**src/rtl/core/ilp_pkg.sv**
```systemverilog
// Shared types, constants and the CRC-32 word step for the image load engine.
package ilp_pkg;

	localparam int unsigned PAGE_BYTES = 256;
	localparam int unsigned PAGE_W     = $clog2(PAGE_BYTES);

	localparam logic [31:0] CRC_POLY   = 32'h04C1_1DB7;
	localparam logic [31:0] ALL_ONES   = 32'hFFFF_FFFF;
	localparam logic [31:0] MAGIC_WORD = 32'h4650_5455;
	localparam logic [15:0] HDR_BYTES  = 16'h0020;
	localparam logic [15:0] HDR_VER    = 16'h0001;
	localparam logic [31:0] FAIL_WORD  = 32'hDEAD_BEEF;
	localparam logic [31:0] FLASH_BASE = 32'h0800_0000;
	localparam logic [31:0] WORD_BYTES = 32'd4;

	localparam logic KIND_START = 1'b0;
	localparam logic KIND_REPLY = 1'b1;

	typedef enum logic [1:0] {
		PH_IDLE    = 2'd0,
		PH_HEADER  = 2'd1,
		PH_PAYLOAD = 2'd2
	} phase_t;

	typedef struct packed {
		logic        send_valid;
		logic [31:0] send_value;
		logic        write_valid;
		logic [31:0] write_address;
		logic [31:0] write_data;
		logic        page_start;
		logic        done_res;
		logic        success;
	} res_t;

	// MSB-first CRC-32 over the four bytes of a word, lowest byte first.
	// Linear in its inputs, so this flattens to an XOR network.
	function automatic logic [31:0] crc_word(input logic [31:0] crc_in,
	                                         input logic [31:0] w);
		logic [31:0] c;
		c = crc_in;
		for (int b = 0; b < 4; b++) begin
			c = c ^ {w[8*b +: 8], 24'd0};
			for (int i = 0; i < 8; i++) begin
				c = c[31] ? ({c[30:0], 1'b0} ^ CRC_POLY) : {c[30:0], 1'b0};
			end
		end
		return c;
	endfunction

endpackage

```
**src/rtl/core/image_load_protocol_top.sv**
```systemverilog
// Top level of the boot image loader: input stage, engine and result register.
//
// Each accepted word (a start or a host reply) yields exactly one result word:
// the word is held in the input stage, where the engine updates the session
// state with a single word-wide CRC step, and its result is then registered
// in the result register. A new word is accepted every cycle while the result
// side keeps up; item_stall rises only when the result register is full and
// res_stall holds it. A session is a start word, eight header replies, then
// one reply per payload word (header word 2 divided by four); the last word
// returns status 0xFFFFFFFF (accepted) or 0xDEADBEEF (rejected) with done_res set.
module image_load_protocol_top (
	input  logic        clk,
	input  logic        arst_n,
	input  logic        item_valid,
	output logic        item_stall,
	input  logic        kind,
	input  logic [31:0] reply_word,
	output logic        res_valid,
	input  logic        res_stall,
	output logic        send_valid,
	output logic [31:0] send_value,
	output logic        write_valid,
	output logic [31:0] write_address,
	output logic [31:0] write_data,
	output logic        page_start,
	output logic        done_res,
	output logic        success
);
	import ilp_pkg::*;

	logic        valid_s1;
	logic        kind_s1;
	logic [31:0] word_s1;
	logic        advance;
	logic        fire;
	res_t        res;
	logic        res_valid_q;
	res_t        res_q;

	assign advance    = !res_valid_q || !res_stall;
	assign fire       = valid_s1 && advance;
	assign item_stall = valid_s1 && !advance;

	always_ff @(posedge clk or negedge arst_n) begin
		if (!arst_n) begin
			valid_s1    <= 1'b0;
			res_valid_q <= 1'b0;
		end else begin
			if (!item_stall) begin
				valid_s1 <= item_valid;
			end
			if (advance) begin
				res_valid_q <= valid_s1;
			end
		end
	end

	always_ff @(posedge clk) begin
		if (item_valid && !item_stall) begin
			kind_s1 <= kind;
			word_s1 <= reply_word;
		end
		if (fire) begin
			res_q <= res;
		end
	end

	ilp_engine u_engine (
		.clk    (clk),
		.arst_n (arst_n),
		.fire   (fire),
		.kind   (kind_s1),
		.word   (word_s1),
		.res    (res)
	);

	assign res_valid     = res_valid_q;
	assign send_valid    = res_q.send_valid;
	assign send_value    = res_q.send_value;
	assign write_valid   = res_q.write_valid;
	assign write_address = res_q.write_address;
	assign write_data    = res_q.write_data;
	assign page_start    = res_q.page_start;
	assign done_res      = res_q.done_res;
	assign success       = res_q.success;

	a_write_sends: assert property (@(posedge clk) disable iff (!arst_n)
		res_valid_q && res_q.write_valid |-> res_q.send_valid)
		else $error("payload write without a word to the host");
	a_success_done: assert property (@(posedge clk) disable iff (!arst_n)
		res_valid_q && res_q.success |-> res_q.done_res && res_q.send_valid)
		else $error("success outside the end of a session");
	a_page_write: assert property (@(posedge clk) disable iff (!arst_n)
		res_valid_q && res_q.page_start |-> res_q.write_valid)
		else $error("page start without a flash write");
	a_stall_full: assert property (@(posedge clk) disable iff (!arst_n)
		item_stall |-> valid_s1 && res_valid_q && res_stall)
		else $error("input stalled with room in the pipeline");

endmodule

```
**src/rtl/core/ilp_engine.sv**
```systemverilog
// Session state, header checks and payload sequencing for one word per cycle while fire is high.
module ilp_engine (
	input  logic        clk,
	input  logic        arst_n,
	input  logic        fire,
	input  logic        kind,
	input  logic [31:0] word,
	output ilp_pkg::res_t res
);
	import ilp_pkg::*;

	phase_t      phase_q, phase_d;
	logic [29:0] cnt_q, cnt_d;
	logic [31:0] hdr_q [8];
	logic [31:0] hcrc_q, hcrc_d;
	logic [31:0] pcrc_q, pcrc_d;
	logic [31:0] rd_addr_q, rd_addr_d;
	logic [31:0] wr_addr_q, wr_addr_d;

	logic [2:0]  hk;
	logic [2:0]  hk_next;
	logic [31:0] crc_new;
	logic        hdr_ok;
	logic        psize_zero;
	logic [30:0] k_next;
	logic        last_word;
	logic        pay_ok;
	logic [31:0] offset;
	logic        page_hit;

	assign hk      = cnt_q[2:0];
	assign hk_next = hk + 3'd1;

	// one CRC unit, shared: header and payload never run together
	assign crc_new = crc_word((phase_q == PH_PAYLOAD) ? pcrc_q : hcrc_q, word);

	assign hdr_ok = (hdr_q[0] == MAGIC_WORD) && (hdr_q[1][15:0] == HDR_VER) &&
		(hdr_q[1][31:16] == HDR_BYTES) && (hdr_q[2][1:0] == 2'b00) &&
		((hdr_q[5][31:16] != 16'd0) || ((hcrc_q ^ ALL_ONES) == hdr_q[6]));
	assign psize_zero = (hdr_q[2] == 32'd0);

	assign k_next    = {1'b0, cnt_q} + 31'd1;
	assign last_word = k_next >= {1'b0, hdr_q[2][31:2]};
	assign pay_ok    = (crc_new ^ ALL_ONES) == hdr_q[7];
	assign offset    = {cnt_q, 2'b00};
	assign page_hit  = (offset[PAGE_W-1:0] == '0);

	// next state
	always_comb begin
		phase_d   = phase_q;
		cnt_d     = cnt_q;
		hcrc_d    = hcrc_q;
		pcrc_d    = pcrc_q;
		rd_addr_d = rd_addr_q;
		wr_addr_d = wr_addr_q;
		if (kind == KIND_START) begin
			phase_d = PH_HEADER;
			cnt_d   = '0;
			hcrc_d  = ALL_ONES;
			pcrc_d  = ALL_ONES;
		end else begin
			case (phase_q)
				PH_HEADER: begin
					if (hk < 3'd6) begin
						hcrc_d = crc_new;
					end
					if (hk != 3'd7) begin
						cnt_d = {27'd0, hk_next};
					end else if (!hdr_ok) begin
						phase_d = PH_IDLE;
					end else begin
						pcrc_d    = ALL_ONES;
						cnt_d     = '0;
						rd_addr_d = hdr_q[3];
						wr_addr_d = hdr_q[3] | FLASH_BASE;
						phase_d   = psize_zero ? PH_IDLE : PH_PAYLOAD;
					end
				end
				PH_PAYLOAD: begin
					pcrc_d    = crc_new;
					rd_addr_d = rd_addr_q + WORD_BYTES;
					wr_addr_d = wr_addr_q + WORD_BYTES;
					if (last_word) begin
						phase_d = PH_IDLE;
					end else begin
						cnt_d = k_next[29:0];
					end
				end
				default: begin
				end
			endcase
		end
	end

	// result word
	always_comb begin
		res = '0;
		if (kind == KIND_START) begin
			res.send_valid = 1'b1;
		end else begin
			case (phase_q)
				PH_HEADER: begin
					res.send_valid = 1'b1;
					if (hk != 3'd7) begin
						res.send_value = {27'd0, hk_next, 2'b00};
					end else if (!hdr_ok) begin
						res.send_value = FAIL_WORD;
						res.done_res   = 1'b1;
					end else if (psize_zero) begin
						// empty payload: its CRC is zero
						res.done_res   = 1'b1;
						res.success    = (word == 32'd0);
						res.send_value = (word == 32'd0) ? ALL_ONES : FAIL_WORD;
					end else begin
						res.send_value = hdr_q[3];
					end
				end
				PH_PAYLOAD: begin
					res.send_valid    = 1'b1;
					res.write_valid   = 1'b1;
					res.write_address = wr_addr_q;
					res.write_data    = word;
					res.page_start    = page_hit;
					if (last_word) begin
						res.done_res   = 1'b1;
						res.success    = pay_ok;
						res.send_value = pay_ok ? ALL_ONES : FAIL_WORD;
					end else begin
						res.send_value = rd_addr_q + WORD_BYTES;
					end
				end
				default: begin
				end
			endcase
		end
	end

	always_ff @(posedge clk or negedge arst_n) begin
		if (!arst_n) begin
			phase_q <= PH_IDLE;
			cnt_q   <= '0;
			hcrc_q  <= ALL_ONES;
			pcrc_q  <= ALL_ONES;
		end else if (fire) begin
			phase_q <= phase_d;
			cnt_q   <= cnt_d;
			hcrc_q  <= hcrc_d;
			pcrc_q  <= pcrc_d;
		end
	end

	always_ff @(posedge clk) begin
		if (fire) begin
			rd_addr_q <= rd_addr_d;
			wr_addr_q <= wr_addr_d;
			if (kind == KIND_REPLY && phase_q == PH_HEADER) begin
				hdr_q[hk] <= word;
			end
		end
	end

	a_hdr_cnt: assert property (@(posedge clk) disable iff (!arst_n)
		phase_q == PH_HEADER |-> cnt_q[29:3] == '0)
		else $error("header word count out of range");
	a_pay_addr: assert property (@(posedge clk) disable iff (!arst_n)
		fire && kind == KIND_REPLY && phase_q == PH_PAYLOAD && !last_word
		|=> rd_addr_q == $past(rd_addr_q) + WORD_BYTES)
		else $error("payload read address did not step by one word");
	a_start: assert property (@(posedge clk) disable iff (!arst_n)
		fire && kind == KIND_START |=> phase_q == PH_HEADER && cnt_q == '0)
		else $error("start word did not open a header session");

endmodule

```
**config.mk**
```make
export PLATFORM = sky130hd
export DESIGN_NAME = image_load_protocol_top
export DESIGN_NICKNAME = d
export VERILOG_FILES = /design/src/rtl/core/ilp_pkg.sv /design/src/rtl/core/image_load_protocol_top.sv /design/src/rtl/core/ilp_engine.sv
export SDC_FILE = /design/constraint.sdc
export NUM_CORES = 1
export LEC_CHECK = 0
export ABC_CLOCK_PERIOD_IN_PS = 13450
export BUFFER_PORTS_ARGS = -buffer_cell sky130_fd_sc_hd__buf_2
export CAP_MARGIN = 20
export CORE_MARGIN = 2
export CORE_UTILIZATION = 35
export CTS_CLUSTER_DIAMETER = 60
export CTS_CLUSTER_SIZE = 40
export DETAILED_ROUTE_END_ITERATION = 8
export PLACE_DENSITY = 0.62
export SYNTH_ARGS = -nofsm -noshare
export SYNTH_HDL_FRONTEND = slang
export SYNTH_HIERARCHICAL = 1
export SYNTH_SLANG_ARGS = --single-unit
```
**constraint.sdc**
```tcl
create_clock -name clk -period 13.45 [get_ports clk]
set_input_delay 2.69 -clock clk [delete_from_list [all_inputs] [get_ports clk]]
set_output_delay 2.69 -clock clk [all_outputs]
set_load 0.05 [all_outputs]
```
Yosys cells after proc, flatten, opt, wreduce, memory -nomap -nowiden
Memories as Yosys holds them, arrays and structs flattened.
Index checks and enable logic that the tools add are counted.
{ "classes": {"add_sub_neg": 4, "n_lt_le_gt_ge": 2, "eq_ne": 18, "muxes": 74, "bitwise": 38, "reduce_logical": 26} }
{ "op_table": {"columns": ["operator", "count"], "rows": [
  ["$mux W27", 32],
  ["$mux W32", 15],
  ["$not A14 Y14", 32],
  ["$pmux W32 S2", 3],
  ["$mux W30", 6],
  ["$xor A32 B32 Y32", 4],
  ["$mux W66", 1],
  ["$pmux W33 S2", 1],
  ["$add A32 B3 Y32 const B", 2],
  ["$eq A32 B32 Y1", 2],
  ["$logic_not A32 Y1", 2],
  ["$not A32 Y32", 2],
  ["$pmux W30 S2", 1],
  ["$eq A32 B31 Y1 const B", 1],
  ["$add A30 B1 Y31 const B", 1],
  ["$ge A31 B30 Y1", 1],
  ["$eq A16 B1 Y1 const B", 1],
  ["$eq A16 B6 Y1 const B", 1],
  ["$mux W2", 8],
  ["$reduce_bool A16 Y1", 1],
  ["$reduce_and A4 Y1", 3],
  ["$ne A3 B3 Y1 const B", 3],
  ["$logic_and A1 B1 Y1", 8],
  ["$logic_not A8 Y1", 1],
  ["18 further kinds", 30]
]} }
{ "word_totals": {"ff_bits": 296, "mem_bits_rw": 256, "inputBits": 37, "output_inout_bits": 103, "word_cells": 181, "mem_count": 1} }
{ "memory_table": {"columns": ["memory", "words", "width", "read_ports", "rd_clocked_by_memory_dff", "wr", "line_no", "source"], "rows": [
  ["u_engine.hdr_q", 8, 32, 7, 0, 1, "ilp_engine.sv:14", "logic [31:0] hdr_q [8];"]
]} }

Longest topological paths before layout
{ "logic_depth": {"ltp_word": 75, "ltp_mapped": 23, "mapped_depth_nobuf": 21} }

By module
The synthesis kept the hierarchy.
{ "modules_own_cells": {"columns": ["module", "instances", "cells_per_inst", "area_per_inst_um2", "seq_area_each_um2"], "rows": [
  ["ilp_engine", 1, 1763, 21396.8, 10590.2],
  ["image_load_protocol_top", 1, 142, 4116.4, 4073.9]
]} }

Least setup slack after synthesis
No wires, ideal clock.
{ "synth_path": {"kind": "input -> register", "start": "input res_stall", "end": "register u_engine.rd_addr_q[10], enable pin", "setup_ns": 0.567, "arrival_ns": 15.613, "required_ns": 12.883, "setup_slack_ns": -2.730, "stages": 3, "path_buffers": 0, "cell_sequence": "a21boi_0 > inv_1 > a211oi_1"} }
{ "synth_between": {"elab_chain_cells": 4} }
{ "synth_lines": {"columns": ["item", "line_no", "source"], "rows": [
  ["from (decl)", "image_load_protocol_top.sv:19", "input logic res_stall,"],
  ["$logic_not A1 Y1", "image_load_protocol_top.sv:40", "assign advance = !res_valid_q || !res_stall;"],
  ["$logic_or A1 B1 Y1", "image_load_protocol_top.sv:40", null],
  ["$logic_and A1 B1 Y1", "image_load_protocol_top.sv:41", "assign fire = valid_s1 && advance;"],
  ["$reduce_and A5 Y1 (no source line)", null, null],
  ["to (signal assigned)", "ilp_engine.sv:154", "rd_addr_q <= rd_addr_d;"],
  ["to (decl)", "ilp_engine.sv:17", "logic [31:0] rd_addr_q, rd_addr_d;"]
]} }
Every way passes these cells.
A chain may end at the register's enable or synchronous reset.

Worst setup path after layout
{ "layout_path": {"start": "register u_engine.phase_q[0]", "end": "register res_q (netlist bit send_value[14]), data pin"} }
{ "layout_between": {"elab_chain_cells": 51, "word_cells_on_any_way": 76, "classes_between": "eq/ne: 3; mux: 36; bitwise: 37"} }
{ "layout_lines": {"columns": ["item", "line_no", "source"], "rows": [
  ["from (decl)", "ilp_engine.sv:12", "phase_t phase_q, phase_d;"],
  ["from (signal assigned)", "ilp_engine.sv:145", "phase_q <= phase_d;"],
  ["$eq A2 B2 Y1", "ilp_engine.sv:35, ilp_engine.sv:101", null],
  ["$mux W32", "ilp_engine.sv:35", "assign crc_new = crc_word((phase_q == PH_PAYLOAD) ? pcrc_q : hcrc_q, word);"],
  ["$xor A32 B32 Y32", "ilp_pkg.sv:43", "c = c ^ {w[8*b +: 8], 24'd0};"],
  ["$not A14 Y14 (no source line) / $mux W27 (equally long branches)", null, null],
  ["$mux W27 / $not A14 Y14 (equally long branches)", null, null],
  ["$not A14 Y14 (no source line) / $mux W27 (equally long branches)", null, null],
  ["$mux W27 / $not A14 Y14 (equally long branches)", null, null],
  ["$mux W27, or another cell as far along", "ilp_pkg.sv:45", "c = c[31] ? ({c[30:0], 1'b0} ^ CRC_POLY) : {c[30:0], 1'b0};"],
  ["(+35 left out)", null, null],
  ["$not A14 Y14 (no source line) / $mux W27 (equally long branches)", null, null],
  ["$mux W27 / $not A14 Y14 (equally long branches)", null, null],
  ["$mux W27", "ilp_pkg.sv:45", null],
  ["$not A32 Y32 (no source line)", null, null],
  ["$eq A32 B32 Y1", "ilp_engine.sv:44", "assign pay_ok = (crc_new ^ ALL_ONES) == hdr_q[7];"],
  ["$mux W30", "ilp_engine.sv:127", "res.send_value = pay_ok ? ALL_ONES : FAIL_WORD;"],
  ["$mux W32", "ilp_engine.sv:124", "if (last_word) begin"],
  ["$pmux W33 S2 *", "ilp_engine.sv:101", "case (phase_q)"],
  ["to (signal assigned)", "image_load_protocol_top.sv:64", "res_q <= res;"],
  ["to (decl)", "image_load_protocol_top.sv:38", "res_t res_q;"]
]} }
Mark *: on every way between the ends. The rest lies on a longest branch, timed or not.

==> metrics.yaml <==
run_status:
  status: "finished, final reports clean"
setup_path:
  slowest_stage: "ha_4"
  critPathMaxFanout: 55
  cp-end-kind: "flip-flop"
  crit_path_max_incr_delay_ns: 0.79
  worst_ep_arrival_time_ns: 7.14
  cp-start-kind: "flip-flop"
  cp_data_required_time_ns: 13.87
  reg2reg_slack_ns: 6.73
  timing.critical_path.mode_cell: "xnor3_1"
  crit_type: "flip-flop to flip-flop"
  crit_path_cell_trace: "inv_1, ha_4, mux2i_1, xnor2_4, xnor3_1, xor3_1, xnor3_1, xnor3_2, xor2_2, xnor3_1, xnor2_1, a2111oi_0, nor4b_2, nand4b_4, o221ai_1"
timing:
  slew_headroom: 0.289
  drv_slew: 0
  rsz0062_at_grt: "false"
  layout_setup_ws_ns: 6.73
  tns_ns: 0
  fin_crit_ns: 6.72
  setup_viol: 0
  hold_viol: 0
  tightest_slew_ns: 1.07
  min_period_over_period: 0.500
  fmax_mhz: 149
  finClkSkew_ns: 0.0470
synthesis:
  synth_compound_area_frac: 0.0702
  postSynth.asyncResetShare: 0.195
  synth_top_family_by_area: "XOR/XNOR gates"
  synth_edf_count: 404
  synth_fp_nets: 1980
  ys_seq_elements: 502
  ys_top_cells_by_count: "404 x edfxtp_1, 185 x xnor2_1, 122 x nand2_1, 117 x nor2_1, 117 x xor2_1"
  synth.area.top_cells: "edfxtp_1 48%, dfstp_2 6.6%, xnor2_1 6.4%, xnor3_1 5.5%, xor2_1 4.0%"
  yosysWarnings: 6
  synth.cell_area_um2: 25500
  synth_mux_area_frac: 0.0176
  synth.distinct_cells: 75
  yosysSeqAreaShare: 0.575
  synth_most_common_cell: "edfxtp_1"
  synth_top_flop_cell: "edfxtp_1"
  syn_inst: 1905
  yosys.area.top_type: "edfxtp_1"
  synth_top_area_frac: 0.476
  synth-adder-area-share: 0.0186
  avgSynthCellArea_um2: 13.4
  synth-xor-area-share: 0.197
  synthSimpleGateAreaFrac: 0.100
place:
  dp.cells: 2978
  dp_slack_ns: 6.81
  io_buffers: 139
  placed_area_um2: 27600
  place.gp.congestion: 0.907
  dp_hpwl_um: 50800
drt:
  viasPerCell: 5.30
  num_vias: 16165
  top_layer_used: "met4"
  wire_per_inst_um: 24.3
  dr.pass1.iters: 5
  wl_met2_um: 35400
  met3_length_um: 4810
  drc: 0
  routed_wl_um: 74100
  m1WireLength_um: 31700
  drtIter0Drc: 1649
  ant_nets: 0
cts:
  htreeDepth: 2
  postCtsSetupBuffers: 0
  path_clk_slew_ns: 0.09
  cts_tree: "done"
  holdBufCountCts: 0
  cts_buffers: 38
  clkSinkCount: 502
  clk_latency_ns: 0.61
  clock_path_buffers: 3
  cts-root-buf: "clkbuf_16"
  cts_resized: 0
global_routing:
  grt_max_degree: 111
  grt_pass1_vias: 15938
  overflow: 0
  antenna_found_initial: 7
  grt_pass1_wl_um: 108000
  track_usage: 0.196
layout:
  stdcell_count: 3051
  synthToLayoutAreaGrowth_pct: 14.2
  nNetsFinal: 2146
  drive_gt1_frac: 0.194
  antenna_cells: 0
  design_area_um2: 29100
  fill_cells: 6786
die:
  initial_utilization: 0.355
  io_pins: 140
  die_area_um2: 75100
  num_rows: 98
  coreArea_um2: 71900
  die_w_um: 274
  die_h_um: 274
flow_run:
  max-cap-violations: 0
worst_hold_path:
  hold_path_class: "flip-flop to flip-flop"
==> final timing paths <==
path,from,to,cells past startpoint
setup / recovery,u_engine/phase_q[0]$_DFFE_PN0P_,send_value[14]$_DFFE_PP_,15
hold / removal,u_engine/pcrc_q[16]$_DFFE_PN1P_,u_engine/pcrc_q[16]$_DFFE_PN1P_,2
setup reg to reg,u_engine/phase_q[0]$_DFFE_PN0P_,send_value[14]$_DFFE_PP_,15
hold reg to reg,u_engine/pcrc_q[16]$_DFFE_PN1P_,u_engine/pcrc_q[16]$_DFFE_PN1P_,2
max in group asynchronous,arst_n,u_engine/pcrc_q[28]$_DFFE_PN1P_,3
min in group asynchronous,arst_n,res_valid$_DFFE_PN0P_,1
==> stage by stage <==
step | hold WS, ns | utilization
floorplan | 0.457 | -
global placement | 0.466 | 0.384
detailed placement | 0.470 | 0.384
CTS | 0.481 | 0.404
global route | 0.513 | 0.405
finish | 0.478 | 0.405
==> critical path, delay by kind of cell, from the launching register on <==
family                   cells  cell delay (ns)
flip-flops                   1             0.41
multiplexers                 1             0.33
AND/OR/NAND/NOR              2             0.72
buffers and inverters        1             0.16
adder cells (fa/ha/maj)      1             0.79
XOR/XNOR                     8             3.47
AO/OA/AOI/OAI                2             0.61
==> placed cells by master, fill, tap and decap left out, types with 24 or more instances in the layout <==
cell type / instances
a21oi_1: 63
a21o_1: 29
nor2_1: 115
xnor2_1: 185
inv_1: 69
mux2i_1: 29
dfstp_2: 64
dfrtp_1: 34
buf_4: 55
buf_2: 138
xor2_1: 117
a31oi_1: 49
nand4_1: 24
o21ai_0: 60
ha_1: 36
xnor3_1: 62
nand3_1: 45
and3_1: 80
nand2_1: 122
nor4_1: 32
clkbuf_16: 40
edfxtp_1: 404
==> cell families after synthesis <==
kind of cell / Yosys count
DFF: 502
and+or+nand+nor: 498
xor gates and xnor gates: 412
AOI/OAI and AO/OA: 276
buffers and inverters: 140
muxes: 39
adders and majority gates: 38
==> layout make-up <==
class | count | area, um2 | share of cell area
clock inverter | 28 | 420 | 0.0144
sequential | 502 | 14700 | 0.503
tap | 950 | 1190 | 0.0408
multi-input combinational | 1263 | 10400 | 0.357
timing repair buffer | 197 | 1190 | 0.0409
clock buffer | 42 | 1020 | 0.0350
inverter | 69 | 259 | 0.00889
==> registers in the layout, summed over array words and instances, names as in the netlist, 2 cells and up <==
| register | cells |
|---|---|
| write_data | 32 |
| u_engine/wr_addr_q | 31 |
| u_engine/cnt_q | 30 |
| word_s1 | 32 |
| write_address | 32 |
| u_engine/phase_q | 2 |
| u_engine/hcrc_q | 32 |
| u_engine/rd_addr_q | 31 |
| u_engine/hdr_q | 208 |
| send_value | 32 |
| u_engine/pcrc_q | 32 |
==> metal layers <==
metal  up-vias  global-route usage
li1       7285                   -
met5         -                   0
met4         0              0.0584
met3       118              0.0266
met2       601               0.323
met1      8161               0.268
Power is not shown: default switching activity piles up to over one toggle a cycle in this logic, so the estimate is an artifact.
